$ cat config.mk
export PLATFORM = sky130hd
export DESIGN_NAME = corridor_pt_limiter
export DESIGN_NICKNAME = d
export VERILOG_FILES = /design/src/rtl/cpl_pkg.sv /design/src/rtl/cpl_table.sv /design/src/rtl/cpl_seq.sv /design/src/rtl/corridor_pt_limiter.sv
export VERILOG_INCLUDE_DIRS = /design/src /design/src/rtl
export SDC_FILE = /design/constraint.sdc
export NUM_CORES = 2
export LEC_CHECK = 0
export BUFFER_PORTS_ARGS = -buffer_cell sky130_fd_sc_hd__buf_2
export CORE_MARGIN = 5
export CORE_UTILIZATION = 48
export CTS_CLUSTER_SIZE = 30
export DETAILED_ROUTE_END_ITERATION = 8
export PLACE_DENSITY = 0.65
export SLEW_MARGIN = 20
export SYNTH_ARGS = -nofsm -noshare
export SYNTH_HDL_FRONTEND = slang
export SYNTH_SLANG_ARGS = --single-unit
export TNS_END_PERCENT = 20
$ cat constraint.sdc
create_clock -name i_clk -period 6.26 [get_ports i_clk]
set_input_delay 0.626 -clock i_clk [delete_from_list [all_inputs] [get_ports i_clk]]
set_output_delay 0.626 -clock i_clk [all_outputs]
set_load 0.05 [all_outputs]
$ cat src/rtl/corridor_pt_limiter_assert.svh
// assertion macros for the corridor pT limiter
`ifndef CORRIDOR_PT_LIMITER_ASSERT_SVH
`define CORRIDOR_PT_LIMITER_ASSERT_SVH

`ifndef SYNTH
// same-cycle implication
`define CPL_ASSERT_IMP(lbl, clk, rst_n, ante, cons) \
    lbl: assert property (@(posedge clk) disable iff (!rst_n) (ante) |-> (cons)) \
        else $error("corridor_pt_limiter check failed");
// next-cycle implication
`define CPL_ASSERT_NXT(lbl, clk, rst_n, ante, cons) \
    lbl: assert property (@(posedge clk) disable iff (!rst_n) (ante) |=> (cons)) \
        else $error("corridor_pt_limiter check failed");
`else
`define CPL_ASSERT_IMP(lbl, clk, rst_n, ante, cons)
`define CPL_ASSERT_NXT(lbl, clk, rst_n, ante, cons)
`endif

`endif

$ cat src/rtl/cpl_pkg.sv
package cpl_pkg;

    // opcodes of an input word
    localparam logic OP_LOAD  = 1'b0;
    localparam logic OP_QUERY = 1'b1;

    localparam int PT_W    = 12;
    localparam int CUT_W   = 13;
    localparam int SCALE_W = 24;
    localparam int PROD_W  = PT_W + SCALE_W;
    localparam int FRAC_W  = 20;

    typedef enum logic [2:0] {
        S_IDLE,
        S_MUL,
        S_HYP,
        S_WALK,
        S_DONE
    } t_state;

    // table port controls
    typedef struct packed {
        logic                    we;
        logic                    re;
        logic signed [CUT_W-1:0] wdata;
    } t_mem_cmd;

    // one result word
    typedef struct packed {
        logic [PT_W-1:0] refined_pt;
        logic            was_limited;
    } t_res;

endpackage

$ cat src/rtl/cpl_table.sv
module cpl_table #(
    parameter int DEPTH = 306,
    parameter int AW    = 9
) (
    input  logic                  i_clk,
    input  cpl_pkg::t_mem_cmd     i_cmd,
    input  logic [AW-1:0]         i_waddr,
    input  logic [AW-1:0]         i_raddr,
    output logic signed [12:0]    o_rdata
);
    import cpl_pkg::*;

    logic signed [CUT_W-1:0] mem [DEPTH];
    logic signed [CUT_W-1:0] r_rdata;

    // single write port
    always_ff @(posedge i_clk) begin
        if (i_cmd.we) begin
            mem[i_waddr] <= i_cmd.wdata;
        end
    end

    // registered read port
    always_ff @(posedge i_clk) begin
        if (i_cmd.re) begin
            r_rdata <= mem[i_raddr];
        end
    end

    assign o_rdata = r_rdata;

endmodule

$ cat src/rtl/cpl_seq.sv
module cpl_seq #(
    parameter int NUM_BINS      = 32,
    parameter int NUM_CORRIDORS = 9,
    parameter int AW            = 9
) (
    input  logic                 i_clk,
    input  logic                 i_rst_n,
    input  logic                 i_in_valid,
    output logic                 o_in_ready,
    input  logic                 i_opcode,
    input  logic [3:0]           i_corridor_select,
    input  logic [5:0]           i_entry_bin,
    input  logic signed [12:0]   i_entry_cut,
    input  logic [11:0]          i_pt_hypothesis,
    input  logic signed [12:0]   i_measured_value,
    input  logic [23:0]          i_bin_scale,
    output cpl_pkg::t_mem_cmd    o_mem_cmd,
    output logic [AW-1:0]        o_mem_waddr,
    output logic [AW-1:0]        o_mem_raddr,
    input  logic signed [12:0]   i_mem_rdata,
    output logic                 o_res_valid,
    output cpl_pkg::t_res        o_res,
    input  logic                 i_res_take
);
    import cpl_pkg::*;

    localparam int BPT  = NUM_BINS + 2;
    localparam int BINW = $clog2(BPT);

    t_state              r_state, n_state;
    logic [PT_W-1:0]     r_pt;
    logic [CUT_W-1:0]    r_mag;
    logic [AW-1:0]       r_base;
    logic [PROD_W-1:0]   r_prod;
    logic [BINW-1:0]     r_p, n_p;
    t_res                r_res, n_res;

    logic                accept;
    logic                sel_ok;
    logic                bin_ok;
    logic [31:0]         base32;
    logic [31:0]         waddr32;
    logic [CUT_W-1:0]    mv_bits;
    logic [CUT_W-1:0]    mag_in;
    logic [15:0]         scaled;
    logic [BINW-1:0]     hyp_bin;
    logic                cut_def;
    logic [CUT_W-1:0]    cut_u;
    logic                hyp_limit;
    logic                walk_hit;
    logic [BINW-1:0]     fin_limit;
    logic [31:0]         fin_sh;
    t_res                fin_res;

    // input decode
    assign o_in_ready = (r_state == S_IDLE);
    assign accept     = i_in_valid && o_in_ready;
    assign sel_ok     = 32'(i_corridor_select) < 32'(NUM_CORRIDORS);
    assign bin_ok     = 32'(i_entry_bin) < 32'(BPT);
    assign base32     = 32'(i_corridor_select) * 32'(BPT);
    assign waddr32    = base32 + 32'(i_entry_bin);
    assign mv_bits    = i_measured_value;
    assign mag_in     = mv_bits[CUT_W-1] ? (~mv_bits + 13'd1) : mv_bits;

    // hypothesis bin, clamped to the top bin
    assign scaled  = r_prod[PROD_W-1:FRAC_W];
    assign hyp_bin = (scaled >= 16'(NUM_BINS)) ? BINW'(NUM_BINS + 1)
                                               : (scaled[BINW-1:0] + BINW'(1));

    // cut compare against the word read last cycle
    assign cut_def   = !i_mem_rdata[CUT_W-1];
    assign cut_u     = {1'b0, i_mem_rdata[CUT_W-2:0]};
    assign hyp_limit = cut_def && (r_mag > cut_u);
    assign walk_hit  = cut_def && (r_mag < cut_u);

    // limit bin: the bin that hit during the walk, else the floor bin
    assign fin_limit = (r_state == S_WALK && walk_hit) ? r_p : BINW'(1);

    // final result from the chosen limit bin
    assign fin_sh              = 32'(fin_limit) << 4;
    assign fin_res.was_limited = fin_sh < 32'(r_pt);
    assign fin_res.refined_pt  = fin_res.was_limited ? fin_sh[PT_W-1:0] : r_pt;

    // state register
    always_ff @(posedge i_clk) begin
        if (!i_rst_n) begin
            r_state <= S_IDLE;
        end else begin
            r_state <= n_state;
        end
    end

    // datapath registers
    always_ff @(posedge i_clk) begin
        if (accept) begin
            r_pt   <= i_pt_hypothesis;
            r_mag  <= mag_in;
            r_base <= base32[AW-1:0];
            r_prod <= PROD_W'(i_pt_hypothesis) * PROD_W'(i_bin_scale);
        end
        r_p   <= n_p;
        r_res <= n_res;
    end

    // next state, table accesses and result staging
    always_comb begin
        n_state         = r_state;
        n_p             = r_p;
        n_res           = r_res;
        o_mem_cmd.we    = 1'b0;
        o_mem_cmd.re    = 1'b0;
        o_mem_cmd.wdata = i_entry_cut;
        o_mem_waddr     = waddr32[AW-1:0];
        o_mem_raddr     = r_base + AW'(r_p - BINW'(1));
        unique case (r_state)
            S_IDLE: begin
                if (accept) begin
                    if (i_opcode == OP_LOAD) begin
                        o_mem_cmd.we = sel_ok && bin_ok;
                        n_res        = '0;
                        n_state      = S_DONE;
                    end else if (!sel_ok) begin
                        n_res.refined_pt  = i_pt_hypothesis;
                        n_res.was_limited = 1'b0;
                        n_state           = S_DONE;
                    end else begin
                        n_state = S_MUL;
                    end
                end
            end
            S_MUL: begin
                n_p          = hyp_bin;
                o_mem_cmd.re = 1'b1;
                o_mem_raddr  = r_base + AW'(hyp_bin);
                n_state      = S_HYP;
            end
            S_HYP: begin
                if (!hyp_limit) begin
                    n_res.refined_pt  = r_pt;
                    n_res.was_limited = 1'b0;
                    n_state           = S_DONE;
                end else if (r_p == BINW'(1)) begin
                    n_res   = fin_res;
                    n_state = S_DONE;
                end else begin
                    n_p          = r_p - BINW'(1);
                    o_mem_cmd.re = 1'b1;
                    n_state      = S_WALK;
                end
            end
            S_WALK: begin
                if (walk_hit) begin
                    n_res   = fin_res;
                    n_state = S_DONE;
                end else if (r_p == BINW'(1)) begin
                    n_res   = fin_res;
                    n_state = S_DONE;
                end else begin
                    n_p          = r_p - BINW'(1);
                    o_mem_cmd.re = 1'b1;
                end
            end
            S_DONE: begin
                if (i_res_take) begin
                    n_state = S_IDLE;
                end
            end
            default: begin
                n_state = S_IDLE;
            end
        endcase
    end

    assign o_res_valid = (r_state == S_DONE);
    assign o_res       = r_res;

endmodule

$ cat src/rtl/corridor_pt_limiter.sv
// Corridor pT limiter. Load words (opcode 0) write one cut into a corridor table and
// return a zero word on the output. Query words (opcode 1) scale the pT hypothesis into
// a bin, read that bin's cut and, when the measured magnitude exceeds a defined cut, walk
// down the table one entry per cycle until a bin with a larger defined cut is found or
// bin 1 is reached. The table memory has a single read port, and only one word is in
// flight at a time. The table holds no reset value: every bin a query can touch must be
// loaded first. bin_scale may only be written while no word is in flight.
`include "corridor_pt_limiter_assert.svh"

module corridor_pt_limiter #(
    parameter int NUM_BINS      = 32,
    parameter int NUM_CORRIDORS = 9
) (
    input  logic                 i_clk,
    input  logic                 i_rst_n,
    input  logic                 i_cfg_valid,
    output logic                 o_cfg_ready,
    input  logic [23:0]          i_cfg_bin_scale,
    input  logic                 i_in_valid,
    output logic                 o_in_ready,
    input  logic                 i_opcode,
    input  logic [3:0]           i_corridor_select,
    input  logic [5:0]           i_entry_bin,
    input  logic signed [12:0]   i_entry_cut,
    input  logic [11:0]          i_pt_hypothesis,
    input  logic signed [12:0]   i_measured_value,
    output logic                 o_out_valid,
    input  logic                 i_out_ready,
    output logic [11:0]          o_refined_pt,
    output logic                 o_was_limited
);
    import cpl_pkg::*;

    localparam int BPT   = NUM_BINS + 2;
    localparam int DEPTH = NUM_CORRIDORS * BPT;
    localparam int AW    = $clog2(DEPTH);

    logic [SCALE_W-1:0]       r_bin_scale;
    logic                     r_out_valid;
    t_res                     r_out;
    t_mem_cmd                 mem_cmd;
    logic [AW-1:0]            mem_waddr;
    logic [AW-1:0]            mem_raddr;
    logic signed [CUT_W-1:0]  mem_rdata;
    logic                     res_valid;
    t_res                     res;
    logic                     res_take;
    logic                     in_take;

    assign in_take = i_in_valid && o_in_ready;

    // configuration register
    assign o_cfg_ready = 1'b1;
    always_ff @(posedge i_clk) begin
        if (!i_rst_n) begin
            r_bin_scale <= SCALE_W'(65536);
        end else if (i_cfg_valid && o_cfg_ready) begin
            r_bin_scale <= i_cfg_bin_scale;
        end
    end

    // sequencer
    cpl_seq #(
        .NUM_BINS      (NUM_BINS),
        .NUM_CORRIDORS (NUM_CORRIDORS),
        .AW            (AW)
    ) u_seq (
        .i_clk             (i_clk),
        .i_rst_n           (i_rst_n),
        .i_in_valid        (i_in_valid),
        .o_in_ready        (o_in_ready),
        .i_opcode          (i_opcode),
        .i_corridor_select (i_corridor_select),
        .i_entry_bin       (i_entry_bin),
        .i_entry_cut       (i_entry_cut),
        .i_pt_hypothesis   (i_pt_hypothesis),
        .i_measured_value  (i_measured_value),
        .i_bin_scale       (r_bin_scale),
        .o_mem_cmd         (mem_cmd),
        .o_mem_waddr       (mem_waddr),
        .o_mem_raddr       (mem_raddr),
        .i_mem_rdata       (mem_rdata),
        .o_res_valid       (res_valid),
        .o_res             (res),
        .i_res_take        (res_take)
    );

    // cut table memory
    cpl_table #(
        .DEPTH (DEPTH),
        .AW    (AW)
    ) u_table (
        .i_clk   (i_clk),
        .i_cmd   (mem_cmd),
        .i_waddr (mem_waddr),
        .i_raddr (mem_raddr),
        .o_rdata (mem_rdata)
    );

    // output register
    assign res_take = res_valid && (!r_out_valid || i_out_ready);
    always_ff @(posedge i_clk) begin
        if (!i_rst_n) begin
            r_out_valid <= 1'b0;
        end else if (res_take) begin
            r_out_valid <= 1'b1;
        end else if (i_out_ready) begin
            r_out_valid <= 1'b0;
        end
    end

    always_ff @(posedge i_clk) begin
        if (res_take) begin
            r_out <= res;
        end
    end

    assign o_out_valid   = r_out_valid;
    assign o_refined_pt  = r_out.refined_pt;
    assign o_was_limited = r_out.was_limited;

    // checks
    `CPL_ASSERT_NXT(a_one_in_flight, i_clk, i_rst_n, in_take, !o_in_ready)
    `CPL_ASSERT_IMP(a_write_on_load, i_clk, i_rst_n, mem_cmd.we, in_take && i_opcode == OP_LOAD)
    `CPL_ASSERT_IMP(a_limit_floor, i_clk, i_rst_n, o_out_valid && o_was_limited, o_refined_pt >= 12'd16)

endmodule

==> flow_summary.toml <==
[drt]
drt_drc_violations_left = 0
viasPerCell = 6.25
vias = 98022
wl_per_cell_um = 32.0
routed_wl_um = 501000
firstDrtPassIters = 6
drtIter0Drc = 14448
final_antenna_net_count = 0

[critical_path]
critical_path_required_ps = 7080
reg2reg_to = "u_table.o_rdata[5]"
end_kind = "register"
path_max_fanout = 13
ff2ff_path_depth = 18
critPathLaunchType = "register"
timing.rr.start = "u_seq.r_prod[35]"
rrSetupSlack_ps = 70
arrival_ps = 7010
path_class = "reg -> reg"

[yosys]
ys_seq_elements = 4096
synth-edff-count = 4068
netlist_area_sq_um = 170000
synth_nets = 10215
synth_common_cells = "4068 x edfxtp_1, 1036 x nand2_1, 606 x mux4_2"
synth.top_cell.area_share_pct = 71.8
yosysUniqueCellTypes = 94
synthCells = 9811
synth_top_area_cell = "edfxtp_1"
synth_most_common_cell = "edfxtp_1"
ys.flop_type = "edfxtp_1"
synth-warning-count = 0
seq_area_frac_synth_pct = 72.1
synthArstFlopShare_pct = 0
avgSynthCellArea_sq_um = 17.3
synthTopCellsByArea = "edfxtp_1 72%, mux4_2 8.0%, fa_1 2.6%, mux2i_1 2.3%, nand2_1 2.3%"

[floorplan]
dieHeight_um = 605
start_util_pct = 48.2
core_sq_um = 353000
row_count = 218
die_w_um = 605
io_pins = 94
dieArea_sq_um = 367000

[placement]
dp_hpwl_um = 311000
portBuffers = 92
place.gp.congestion = 0.890
place_ws_ps = -482

[min_path]
hp-start = "i_cfg_bin_scale[6]"
holdCritPathClass = "in -> reg"
holdPathStages = 3
holdPathEnd = "r_bin_scale[6]"

[global_routing]
grt_usage_pct = 27.0
grt_overflow_total = 0
grt_pass1_wl_um = 714000
grt_max_degree = 196
grt_pass1_vias = 96458
antenna_found_initial = 25

[pwr]
power.density_nw_per_um2 = 328
power_leakage_nw = 65.9
max-vdd-ir-drop_mv = 0.243

[timing]
timing.slew.headroom_pct = 9.31
finalCritPeriodShare_pct = 98.9
slew_viol_final = 0
fmax_ghz = 0.162
period_needed_ps = 6190
skew_ps = 46.4
setup-violations-final = 0
rsz0062_at_grt = "yes"
hold_viol_final = 0
tns_ps = 0
fin_ws_ps = 68.7
worstMarginPinSlew_ps = 1360

[clock_tree]
cts_tree = "yes"
cts_buffer_depth = 4
cts-root-buf = "clkbuf_16"
clkLatencyLatePin_ps = 990
numCtsBuffers = 413
htree_levels = 5
clk_pin_slew_worst_paths_ps = 60
cts.sinks = 4096

[status]
status = "finished, final reports clean"

[finish]
multi_input_area_sq_um = 43100
ff_latch_area_sq_um = 123000
fillers = 27108
syn_to_final_growth_pct = 14.0
drive_above_1_share_pct = 21.1
finalNetCount = 10995

[job]
cap_viol_max_count = 0
[how the worst max path moves through the flow]
stage	slack, ps	cells after the start	to	startpoint
after floorplan	70	22	u_seq.r_prod[34]	i_pt_hypothesis[3]
after CTS	20	22	u_seq.r_prod[34]	r_bin_scale[8]
after global routing	-10	19	u_table.o_rdata[0]	u_seq.r_prod[35]
after global placement	-540	21	u_seq.r_prod[34]	i_pt_hypothesis[3]
final	70	18	u_table.o_rdata[5]	u_seq.r_prod[35]
after detailed placement	-480	21	u_seq.r_prod[34]	i_pt_hypothesis[3]
[state kept, by name, indices dropped and copies added (netlist names)]
register and count:
o_out_valid 1, o_refined_pt 12, o_was_limited 1, r_bin_scale 24, u_seq.o_res 13, u_seq.r_base 4
u_seq.r_mag 13, u_seq.r_p 6, u_seq.r_prod 16, u_seq.r_pt 12, u_seq.r_state 3, u_table.mem 3978
u_table.o_rdata 13
[kinds of logic after synthesis]
family,after synthesis,share of synthesized area [%]
AOI/OAI and AO/OA,1359,5.28
xor gates and xnor gates,45,0.232
adders and majority gates,326,3.37
buffers and inverters,883,2.80
DFF,4096,72.1
muxes,1116,11.1
other,1,0.00220
and+or+nand+nor,1985,5.11
[routing by layer]
layer | share of wire [%] | routed length [um] | global-route usage (%)
met5 | 0.011 | 54 | 0
met4 | 5.2 | 26000 | 12.1
met3 | 11 | 54600 | 5.33
met2 | 46 | 233000 | 41.9
met1 | 37 | 188000 | 37.2
[worst max-delay path: stages, from the launching register on]
cell      delay [ps]
edfxtp_1         430
nor4_4           390
nand2_1           80
nor4_1           290
a21oi_1          140
a21oi_1          240
ha_4             190
inv_1             60
fa_4             820
nor2b_4          940
buf_4            360
a221oi_1         170
o21ai_0          270
buf_4            240
o22a_1           210
o211ai_1         400
o31ai_1          450
buf_4            180
and3_1           150
[repair_timing]
action | CTS | global route
cloned | 0 | 1
hold buffers | 34 | 0
pin swaps | 0 | 3
setup buffers | 0 | 5
endpoints found under the hold margin | 36 | 0
setup endpoints to repair | 2 | 16
resized for setup | 4 | 16
[placed cells by master, fill, tap and decap left out, types with 17 or more instances in the layout]
master	instances
a2111oi_0	30
bufinv_16	28
o22ai_1	127
ha_1	104
buf_2	79
xnor2_1	30
o221ai_1	138
o21ai_0	208
mux2i_1	396
mux2_2	107
dlygate4sd3_1	34
nand2_2	17
o211ai_1	33
clkinv_1	100
o311ai_0	24
a21oi_1	397
dfxtp_1	18
clkbuf_1	83
mux4_2	606
nor2_1	386
nand4_1	27
fa_1	220
buf_4	749
nor2b_1	35
clkbuf_16	416
nand2_1	1018
and2_1	90
buf_12	82
a221oi_1	54
clkinv_2	69
edfxtp_1	4068
a2bb2oi_1	23
nor3_1	147
nand3_1	66
diode_2	20
a31oi_1	95
and3_1	98
inv_1	285
a32oi_1	41
[cell type report]
class                      instances  area share (%)
antenna                           20          0.0258
clock buffer                     499            5.52
clock inverter                   250            1.17
inverter                         287           0.559
multi-input combinational       4833            22.2
sequential                      4096            63.2
tap                             4730            3.05
timing repair buffer             960            4.25
[through the flow]
stage	hold slack, ps	instances	power [mW]	utilization, %	instance area (sq um)
2_1_floorplan	426	9811	35.6	-	170000
3_3_place_gp	450	14864	40.1	51.1	181000
3_5_place_dp	452	14864	40.1	51.2	181000
4_1_cts	2.05	15647	63.7	54.9	194000
5_1_grt	53.9	15657	65.6	55.0	194000
6_report	40.5	15675	63.7	55.0	194000
[power breakdown]
group          switching [mW]  internal, mW
sequential             0.0894          30.3
clock                    10.5          13.4
combinational            6.31          3.09
total                    16.9          46.8
Note: power is estimated with default switching activity, not from simulation.
